### src/rtl/core/decimal_int64_parser_top_defines.svh
// Assertion macros shared by the parser RTL.
// DIP_ASSERT expects signals named clk and rst_n in its scope; DIP_ASSERT_ALWAYS needs only clk.
`ifndef DECIMAL_INT64_PARSER_TOP_DEFINES_SVH
`define DECIMAL_INT64_PARSER_TOP_DEFINES_SVH

`ifndef SYNTHESIS
// Checked outside of reset only.
`define DIP_ASSERT(lbl, prop) \
    lbl: assert property (@(posedge clk) disable iff (!rst_n) prop) \
        else $error("dip assertion failed");
// Checked at every edge, reset included.
`define DIP_ASSERT_ALWAYS(lbl, prop) \
    lbl: assert property (@(posedge clk) prop) \
        else $error("dip assertion failed");
`else
`define DIP_ASSERT(lbl, prop)
`define DIP_ASSERT_ALWAYS(lbl, prop)
`endif

`endif

### src/rtl/core/dip_pkg.sv
`timescale 1ns / 1ps
`default_nettype none

package dip_pkg;

    localparam int unsigned BYTE_W = 8;
    localparam int unsigned MAG_W  = 64;
    localparam int unsigned CNT_W  = 5;

    localparam logic [CNT_W-1:0]  MAX_DIGITS  = 5'd20;
    localparam logic [BYTE_W-1:0] CH_MINUS    = 8'h2D;
    localparam logic [BYTE_W-1:0] CH_ZERO     = 8'h30;
    localparam logic [BYTE_W-1:0] CH_NINE     = 8'h39;
    localparam logic [MAG_W-1:0]  MAG_POS_MAX = 64'h7FFF_FFFF_FFFF_FFFF;
    localparam logic [MAG_W-1:0]  MAG_NEG_MAX = 64'h8000_0000_0000_0000;

    typedef enum logic [2:0] {
        PH_START    = 3'd0,
        PH_SIGN     = 3'd1,
        PH_ZERO     = 3'd2,
        PH_DIGITS   = 3'd3,
        PH_FAILWAIT = 3'd4,
        PH_SKIP     = 3'd5
    } phase_t;

    typedef struct packed {
        logic [BYTE_W-1:0] data;
        logic              last;
    } item_t;

    typedef struct packed {
        logic              ok;
        logic              neg;
        logic [MAG_W-1:0]  mag;
        logic [CNT_W-1:0]  consumed;
    } result_t;

endpackage

`default_nettype wire

### src/rtl/core/dip_in_reg.sv
`timescale 1ns / 1ps
`default_nettype none

module dip_in_reg
(
    input  wire logic             clk,
    input  wire logic             rst_n,
    input  wire logic             in_valid,
    output logic                  in_ready,
    input  wire logic [7:0]       byte_in,
    input  wire logic             end_of_buffer,
    input  wire logic             advance,
    output logic                  item_valid,
    output dip_pkg::item_t        item
);

    logic           valid_reg;
    logic           valid_next;
    dip_pkg::item_t item_reg;

    // Take a new byte when empty or when the held byte moves on this cycle.
    assign in_ready = !valid_reg || advance;

    always_comb
    begin
        valid_next = valid_reg;
        if (in_ready)
        begin
            valid_next = in_valid;
        end
    end

    always_ff @(posedge clk or negedge rst_n)
    begin
        if (!rst_n)
        begin
            valid_reg <= 1'b0;
        end
        else
        begin
            valid_reg <= valid_next;
        end
    end

    always_ff @(posedge clk)
    begin
        if (in_ready && in_valid)
        begin
            item_reg.data <= byte_in;
            item_reg.last <= end_of_buffer;
        end
    end

    assign item_valid = valid_reg;
    assign item       = item_reg;

endmodule

`default_nettype wire

### src/rtl/core/dip_parse.sv
`timescale 1ns / 1ps
`default_nettype none
`include "decimal_int64_parser_top_defines.svh"

module dip_parse
(
    input  wire logic            clk,
    input  wire logic            rst_n,
    input  wire logic            item_valid,
    input  wire dip_pkg::item_t  item,
    input  wire logic            out_free,
    output logic                 advance,
    output logic                 emit,
    output dip_pkg::result_t     res
);

    dip_pkg::phase_t                  phase_reg;
    dip_pkg::phase_t                  phase_next;
    logic [dip_pkg::MAG_W-1:0]        mag_reg;
    logic [dip_pkg::MAG_W-1:0]        mag_next;
    logic                             neg_reg;
    logic                             neg_next;
    logic [dip_pkg::CNT_W-1:0]        cnt_reg;
    logic [dip_pkg::CNT_W-1:0]        cnt_next;

    logic                             dig;
    logic [3:0]                       d;
    logic [dip_pkg::MAG_W+3:0]        mag_sum;
    logic                             ovf;
    logic [dip_pkg::CNT_W-1:0]        cnt_inc;
    dip_pkg::result_t                 fail_res;

    function automatic dip_pkg::result_t finish(
        input logic [dip_pkg::MAG_W-1:0] mag,
        input logic [dip_pkg::CNT_W-1:0] cnt,
        input logic                      neg
    );
        dip_pkg::result_t r;
        logic             in_range;
        in_range   = neg ? (mag <= dip_pkg::MAG_NEG_MAX) : (mag <= dip_pkg::MAG_POS_MAX);
        r.ok       = in_range;
        r.neg      = in_range & neg;
        r.mag      = in_range ? mag : '0;
        r.consumed = in_range ? (cnt + {{(dip_pkg::CNT_W-1){1'b0}}, neg}) : '0;
        return r;
    endfunction

    assign dig  = (item.data >= dip_pkg::CH_ZERO) && (item.data <= dip_pkg::CH_NINE);
    assign d    = 4'(item.data - dip_pkg::CH_ZERO);
    // magnitude * 10 + digit, kept wide so overflow shows in the top bits
    assign mag_sum = {3'b000, mag_reg, 1'b0} + {1'b0, mag_reg, 3'b000}
                   + {{dip_pkg::MAG_W{1'b0}}, d};
    assign ovf     = |mag_sum[dip_pkg::MAG_W+3:dip_pkg::MAG_W];
    assign cnt_inc = cnt_reg + 5'd1;

    always_comb
    begin
        fail_res          = '0;
        phase_next        = phase_reg;
        mag_next          = mag_reg;
        neg_next          = neg_reg;
        cnt_next          = cnt_reg;
        emit              = 1'b0;
        res               = fail_res;

        unique case (phase_reg)
            dip_pkg::PH_START,
            dip_pkg::PH_SIGN:
            begin
                if (phase_reg == dip_pkg::PH_START && item.data == dip_pkg::CH_MINUS)
                begin
                    if (item.last)
                    begin
                        emit = 1'b1;
                    end
                    else
                    begin
                        neg_next   = 1'b1;
                        phase_next = dip_pkg::PH_SIGN;
                    end
                end
                else if (dig && d == 4'd0)
                begin
                    if (item.last)
                    begin
                        emit = 1'b1;
                        res  = finish('0, 5'd1, neg_reg);
                    end
                    else
                    begin
                        phase_next = dip_pkg::PH_ZERO;
                    end
                end
                else if (dig)
                begin
                    if (item.last)
                    begin
                        emit = 1'b1;
                        res  = finish({{(dip_pkg::MAG_W-4){1'b0}}, d}, 5'd1, neg_reg);
                    end
                    else
                    begin
                        mag_next   = {{(dip_pkg::MAG_W-4){1'b0}}, d};
                        cnt_next   = 5'd1;
                        phase_next = dip_pkg::PH_DIGITS;
                    end
                end
                else
                begin
                    emit = 1'b1;
                end
            end
            dip_pkg::PH_ZERO:
            begin
                if (!dig)
                begin
                    emit = 1'b1;
                    res  = finish('0, 5'd1, neg_reg);
                end
                else if (item.last)
                begin
                    emit = 1'b1;
                end
                else
                begin
                    phase_next = dip_pkg::PH_FAILWAIT;
                end
            end
            dip_pkg::PH_DIGITS:
            begin
                if (!dig)
                begin
                    emit = 1'b1;
                    res  = finish(mag_reg, cnt_reg, neg_reg);
                end
                else if (cnt_reg >= dip_pkg::MAX_DIGITS || ovf)
                begin
                    if (item.last)
                    begin
                        emit = 1'b1;
                    end
                    else
                    begin
                        cnt_next   = dip_pkg::MAX_DIGITS + 5'd1;
                        phase_next = dip_pkg::PH_FAILWAIT;
                    end
                end
                else if (item.last)
                begin
                    emit = 1'b1;
                    res  = finish(mag_sum[dip_pkg::MAG_W-1:0], cnt_inc, neg_reg);
                end
                else
                begin
                    mag_next = mag_sum[dip_pkg::MAG_W-1:0];
                    cnt_next = cnt_inc;
                end
            end
            dip_pkg::PH_FAILWAIT:
            begin
                if (!dig || item.last)
                begin
                    emit = 1'b1;
                end
            end
            default:
            begin
                if (item.last)
                begin
                    phase_next = dip_pkg::PH_START;
                    mag_next   = '0;
                    neg_next   = 1'b0;
                    cnt_next   = '0;
                end
            end
        endcase

        // Any result clears the number and, unless its byte was the last, waits for the end of the buffer.
        if (emit)
        begin
            mag_next   = '0;
            neg_next   = 1'b0;
            cnt_next   = '0;
            phase_next = item.last ? dip_pkg::PH_START : dip_pkg::PH_SKIP;
        end

        emit = emit && item_valid;
    end

    // Bytes that give no result move on even while a result is stalled.
    assign advance = item_valid && (!emit || out_free);

    always_ff @(posedge clk or negedge rst_n)
    begin
        if (!rst_n)
        begin
            phase_reg <= dip_pkg::PH_START;
            mag_reg   <= '0;
            neg_reg   <= 1'b0;
            cnt_reg   <= '0;
        end
        else if (advance)
        begin
            phase_reg <= phase_next;
            mag_reg   <= mag_next;
            neg_reg   <= neg_next;
            cnt_reg   <= cnt_next;
        end
    end

    `DIP_ASSERT(a_skip_clean, phase_reg == dip_pkg::PH_SKIP |-> mag_reg == '0 && cnt_reg == '0 && !neg_reg)
    `DIP_ASSERT(a_cnt_bound, cnt_reg <= dip_pkg::MAX_DIGITS + 5'd1)
    `DIP_ASSERT(a_hold_on_stall, item_valid && !advance |=> $stable(phase_reg) && $stable(mag_reg))
    `DIP_ASSERT(a_stall_only_emit, item_valid && !advance |-> emit && !out_free)

endmodule

`default_nettype wire

### src/rtl/core/dip_out_reg.sv
`timescale 1ns / 1ps
`default_nettype none

module dip_out_reg
(
    input  wire logic                   clk,
    input  wire logic                   rst_n,
    input  wire logic                   load,
    input  wire dip_pkg::result_t       res,
    input  wire logic                   out_ready,
    output logic                        out_free,
    output logic                        out_valid,
    output logic                        ok,
    output logic signed [63:0]          value,
    output logic [4:0]                  consumed
);

    logic             valid_reg;
    logic             valid_next;
    dip_pkg::result_t res_reg;

    assign out_free = !valid_reg || out_ready;

    always_comb
    begin
        valid_next = valid_reg;
        if (load)
        begin
            valid_next = 1'b1;
        end
        else if (out_ready)
        begin
            valid_next = 1'b0;
        end
    end

    always_ff @(posedge clk or negedge rst_n)
    begin
        if (!rst_n)
        begin
            valid_reg <= 1'b0;
        end
        else
        begin
            valid_reg <= valid_next;
        end
    end

    always_ff @(posedge clk)
    begin
        if (load)
        begin
            res_reg <= res;
        end
    end

    // Sign applied on the way out; magnitude is held unsigned.
    assign out_valid = valid_reg;
    assign ok        = res_reg.ok;
    assign value     = res_reg.neg ? $signed(64'd0 - res_reg.mag) : $signed(res_reg.mag);
    assign consumed  = res_reg.consumed;

endmodule

`default_nettype wire

### src/rtl/core/decimal_int64_parser_top.sv
// Decimal int64 parser.
// Input channel (in_valid/in_ready): one text byte per transaction in byte_in, with
// end_of_buffer marking the last byte of a buffer. Output channel (out_valid/out_ready):
// one result per buffer with ok, value (two's complement, zero on failure) and consumed.
// A result comes at the first byte that is not part of the number or at the last byte;
// remaining bytes of that buffer are dropped without a result.
// Throughput: one byte per cycle unless a result waits on out_ready, set by the single
// multiply-by-ten, add and range check stage between the input register and the result
// register; a result enters the result register as its byte leaves the input register.
// While a result waits on out_ready, bytes that give no result keep flowing; a byte
// that would give a result holds in the input register, and in_ready drops.
// Reset empties both registers and returns the parser to the start of a buffer.
`timescale 1ns / 1ps
`default_nettype none
`include "decimal_int64_parser_top_defines.svh"

module decimal_int64_parser_top
(
    input  wire logic               clk,
    input  wire logic               rst_n,
    input  wire logic               in_valid,
    output logic                    in_ready,
    input  wire logic [7:0]         byte_in,
    input  wire logic               end_of_buffer,
    output logic                    out_valid,
    input  wire logic               out_ready,
    output logic                    ok,
    output logic signed [63:0]      value,
    output logic [4:0]              consumed
);

    logic             item_valid;
    dip_pkg::item_t   item;
    logic             advance;
    logic             emit;
    logic             out_free;
    dip_pkg::result_t res;

    dip_in_reg u_in_reg
    (
        .clk           (clk),
        .rst_n         (rst_n),
        .in_valid      (in_valid),
        .in_ready      (in_ready),
        .byte_in       (byte_in),
        .end_of_buffer (end_of_buffer),
        .advance       (advance),
        .item_valid    (item_valid),
        .item          (item)
    );

    dip_parse u_parse
    (
        .clk        (clk),
        .rst_n      (rst_n),
        .item_valid (item_valid),
        .item       (item),
        .out_free   (out_free),
        .advance    (advance),
        .emit       (emit),
        .res        (res)
    );

    dip_out_reg u_out_reg
    (
        .clk       (clk),
        .rst_n     (rst_n),
        .load      (advance && emit),
        .res       (res),
        .out_ready (out_ready),
        .out_free  (out_free),
        .out_valid (out_valid),
        .ok        (ok),
        .value     (value),
        .consumed  (consumed)
    );

    `DIP_ASSERT_ALWAYS(a_no_out_in_reset, !rst_n |-> !out_valid)
    `DIP_ASSERT(a_fail_zero, out_valid && !ok |-> value == 64'sd0 && consumed == 5'd0)
    `DIP_ASSERT(a_ok_consumed, out_valid && ok |-> consumed != 5'd0 && consumed <= 5'd21)

endmodule

`default_nettype wire

### config.mk
export PLATFORM = sky130hd
export DESIGN_NAME = decimal_int64_parser_top
export DESIGN_NICKNAME = d
export VERILOG_FILES = /design/src/rtl/core/dip_pkg.sv /design/src/rtl/core/dip_in_reg.sv /design/src/rtl/core/dip_parse.sv /design/src/rtl/core/dip_out_reg.sv /design/src/rtl/core/decimal_int64_parser_top.sv
export VERILOG_INCLUDE_DIRS = /design/src /design/src/rtl/core
export SDC_FILE = /design/constraint.sdc
export NUM_CORES = 1
export LEC_CHECK = 0
export BUFFER_PORTS_ARGS = -buffer_cell sky130_fd_sc_hd__buf_2
export CAP_MARGIN = 20
export CORE_UTILIZATION = 57
export DETAILED_ROUTE_END_ITERATION = 12
export GPL_TIMING_DRIVEN = 0
export PLACE_DENSITY = 0.74
export SYNTH_ARGS = -nofsm -noshare
export SYNTH_HDL_FRONTEND = slang
export SYNTH_SLANG_ARGS = --single-unit
### constraint.sdc
create_clock -name clk -period 5.3 [get_ports clk]
set_input_delay 0.265 -clock clk [delete_from_list [all_inputs] [get_ports clk]]
set_output_delay 0.265 -clock clk [all_outputs]
set_load 0.01 [all_outputs]
==> flow_summary.json <==
{
  "crit_path_max_fanout": 10,
  "first_pass_iters": 9,
  "p_switching_uw": 1700,
  "synth_common_cells": "a21oi_1 (188), nand2_1 (160), ha_1 (134)",
  "hold_class": "in -> reg",
  "drive_gt1_frac": 0.137,
  "fin_crit_sh": 0.986,
  "vias_per_cell": 6.72,
  "synth_warnings": 0,
  "post-dp-hpwl_mm": 40.4,
  "crit_path_frequent_cell": "ha_1",
  "ys.flop_type": "edfxtp_1",
  "ant_nets": 0,
  "cts_inserted_buffers": 17,
  "synth_edf_count": 80,
  "antenna_found_initial": 0,
  "synth_area_per_cell_um2": 8.50,
  "grt_usage": 0.379,
  "root_buffer": "clkbuf_16",
  "slowest_delay_ns": 0.58,
  "slew_headroom": 0.356,
  "synth_top_cell_area_share": 0.165,
  "synth_seq_area_share": 0.294,
  "setup-violations-final": 0,
  "clock.fmax_ghz": 0.191,
  "fin_worst_skew_ns": 0.0111,
  "h-tree-depth": 4,
  "largest_reg_flops": 65,
  "power_density_nw_per_um2": 269,
  "die_h_um": 162,
  "switching_share": 0.383,
  "drc": 0,
  "rsz0062_at_grt": "false",
  "initial_core_util": 0.579,
  "cts.path.max_buffers": 2,
  "synth-seq-cells": 155,
  "synthesis.nets": 1860,
  "power_frac_seq": 0.383,
  "clkPwrFrac": 0.261,
  "nNetsFinal": 1988,
  "io_pins": 85,
  "drv_cap": 0,
  "async_reset_ff_frac": 0.484,
  "wl_per_cell_um": 23.0,
  "min_period_ns": 5.22,
  "row_count": 58,
  "critPathRequiredTime_ns": 5.64,
  "gp_congestion": 1.00,
  "crit_chain": "ha_1 -> ha_1 -> a21oi_1 -> o21ai_1 -> a221oi_2 -> o211ai_4 -> a2111oi_2 -> nor3b_1 -> mux2i_1 -> or4_1 -> buf_2 -> nor3_2 -> nand2b_1 -> clkbuf_1 -> o21ai_0",
  "cp-end-kind": "flop",
  "crit_type": "reg -> reg",
  "crit_arrival_ns": 5.56,
  "dp_cells": 2128,
  "synth.area.top_cells": "edfxtp_1 (17%), dfrtp_1 (13%), ha_1 (12%)",
  "die_width_um": 162,
  "irDropWorstVdd_mv": 0.260,
  "status": "completed",
  "slew_violations": 0,
  "critPathSlowestCell": "dfrtp_1",
  "setup_tns_ns": 0,
  "synth.cell_area_um2": 14500,
  "core_area_um2": 25100,
  "area_growth_pct": 13.3,
  "finalNonFillerCells": 2183,
  "grt_max_degree": 48,
  "cts_tree": "built",
  "gr-total-overflow": 0,
  "internal_power_uw": 2740,
  "grt_pass1_wl_mm": 76.2,
  "drtIter0Drc": 1876,
  "hold_viol": 0,
  "worstMarginPinSlew_ns": 0.966,
  "clock_latency_ns": 0.43,
  "vias": 14700,
  "io_buffers": 84,
  "grt_pass1_vias": 13400,
  "clock-sinks": 155,
  "path_clk_slew_ns": 0.07,
  "drt_wl_total_mm": 50.2,
  "yosysTopAreaCell": "edfxtp_1",
  "synth_cells": 1711,
  "leakage_uw": 0.00656,
  "worst_setup_path_start_kind": "flop",
  "synth.most_common_cell": "a21oi_1",
  "synth_cell_types": 91,
  "pwr-share-comb": 0.356,
  "die_area_um2": 26200
}
per-layer routing:
| metal | wire [um] | global-route usage | vias to the layer above |
|---|---|---|---|
| met5 | 0 | 0 | - |
| met4 | 1400 | 0.137 | 0 |
| met3 | 5340 | 0.0679 | 98 |
| met2 | 21900 | 0.572 | 950 |
| met1 | 21500 | 0.544 | 6888 |
| li1 | - | - | 6735 |
layout make-up:
type	instances	area, um2
antenna	1	2.50
multi-input combinational	1420	9970
clock buffer	18	429
fill	2221	8630
tap	330	413
sequential	155	4280
timing repair buffer	109	663
clock inverter	14	128
buffer	101	462
inverter	35	131
final timing paths:
kind | from | depth (start not counted) | end | slack (ns)
worst max-delay path | u_parse.mag_reg[8] | 15 | u_parse.mag_reg[48] | 0.08
worst min-delay path | byte_in[0] | 1 | u_in_reg.item[1] | 0.01
worst max register to register | u_parse.mag_reg[8] | 15 | u_parse.mag_reg[48] | 0.08
worst min register to register | u_parse.cnt_reg[4] | 1 | u_parse.cnt_reg[4] | 0.56
max in group asynchronous | rst_n | 3 | u_parse.mag_reg[59] | 4.39
min in group asynchronous | rst_n | 2 | u_parse.cnt_reg[1] | 0.31
power groups by stage:
stage          sequential, uW  combinational [uW]  clock, uW
2_1_floorplan            1680                1010          0
3_3_place_gp             1730                1490          0
3_5_place_dp             1720                1530          0
4_1_cts                  1690                1550       1160
5_1_grt                  1720                1720       1200
6_report                 1700                1580       1160
cells by family after synthesis:
logic type,count (synthesis),share of synthesized area
compound gates,570,0.256
xor+xnor,112,0.0675
fa+ha+maj,136,0.118
buf+inv,136,0.0404
flops,155,0.294
mux,36,0.0251
simple gates,566,0.199
placed cells by master (no fill, tap or decap), types with 15 or more instances in the layout:
| cell type | n |
|---|---|
| a22o_1 | 30 |
| nand2b_1 | 16 |
| xnor2_1 | 88 |
| inv_1 | 34 |
| clkbuf_16 | 17 |
| xor2_1 | 15 |
| o21a_1 | 26 |
| mux2i_1 | 31 |
| nor2_1 | 124 |
| a21o_1 | 22 |
| and2_1 | 15 |
| nand2_1 | 160 |
| nor3_1 | 26 |
| a21oi_2 | 18 |
| ha_1 | 134 |
| clkbuf_1 | 73 |
| or3_1 | 22 |
| edfxtp_1 | 80 |
| o21ai_0 | 114 |
| dfrtp_1 | 73 |
| nor4_1 | 30 |
| buf_4 | 20 |
| buf_2 | 92 |
| nand3_1 | 25 |
| nand4_1 | 54 |
| a21oi_1 | 182 |
| o31ai_1 | 25 |
worst max-delay path, delay by kind of cell, from the launching register on:
| kind | cells | cell delay [ns] |
|---|---|---|
| buf+inv | 2 | 0.54 |
| mux | 1 | 0.14 |
| flops | 1 | 0.58 |
| simple gates | 4 | 1.18 |
| fa+ha+maj | 2 | 0.70 |
| compound gates | 6 | 1.97 |
through the flow:
| step | util | cell area (um2) | setup WS [ns] | power (uW) | hold slack (ns) |
|---|---|---|---|---|---|
| global placement | 0.612 | 15400 | -1.04 | 3220 | 0.442 |
| CTS | 0.646 | 16200 | 0.00642 | 4400 | 0.00573 |
| detailed placement | 0.615 | 15400 | -0.802 | 3250 | 0.229 |
| global route | 0.656 | 16500 | 0.00661 | 4640 | 0.00350 |
| finish | 0.656 | 16500 | 0.0763 | 4440 | 0.0120 |
| floorplan | - | 14500 | 0.377 | 2680 | -0.0306 |
repair_timing:
item,in CTS,in global routing
buffers inserted,6,6
hold buffers,9,0
cloned,0,1
pin swaps,3,5
endpoints found under the setup margin,134,128
hold endpoints to repair,36,0
resized for setup,16,46
No activity file was read; power rests on OpenSTA's default activity.
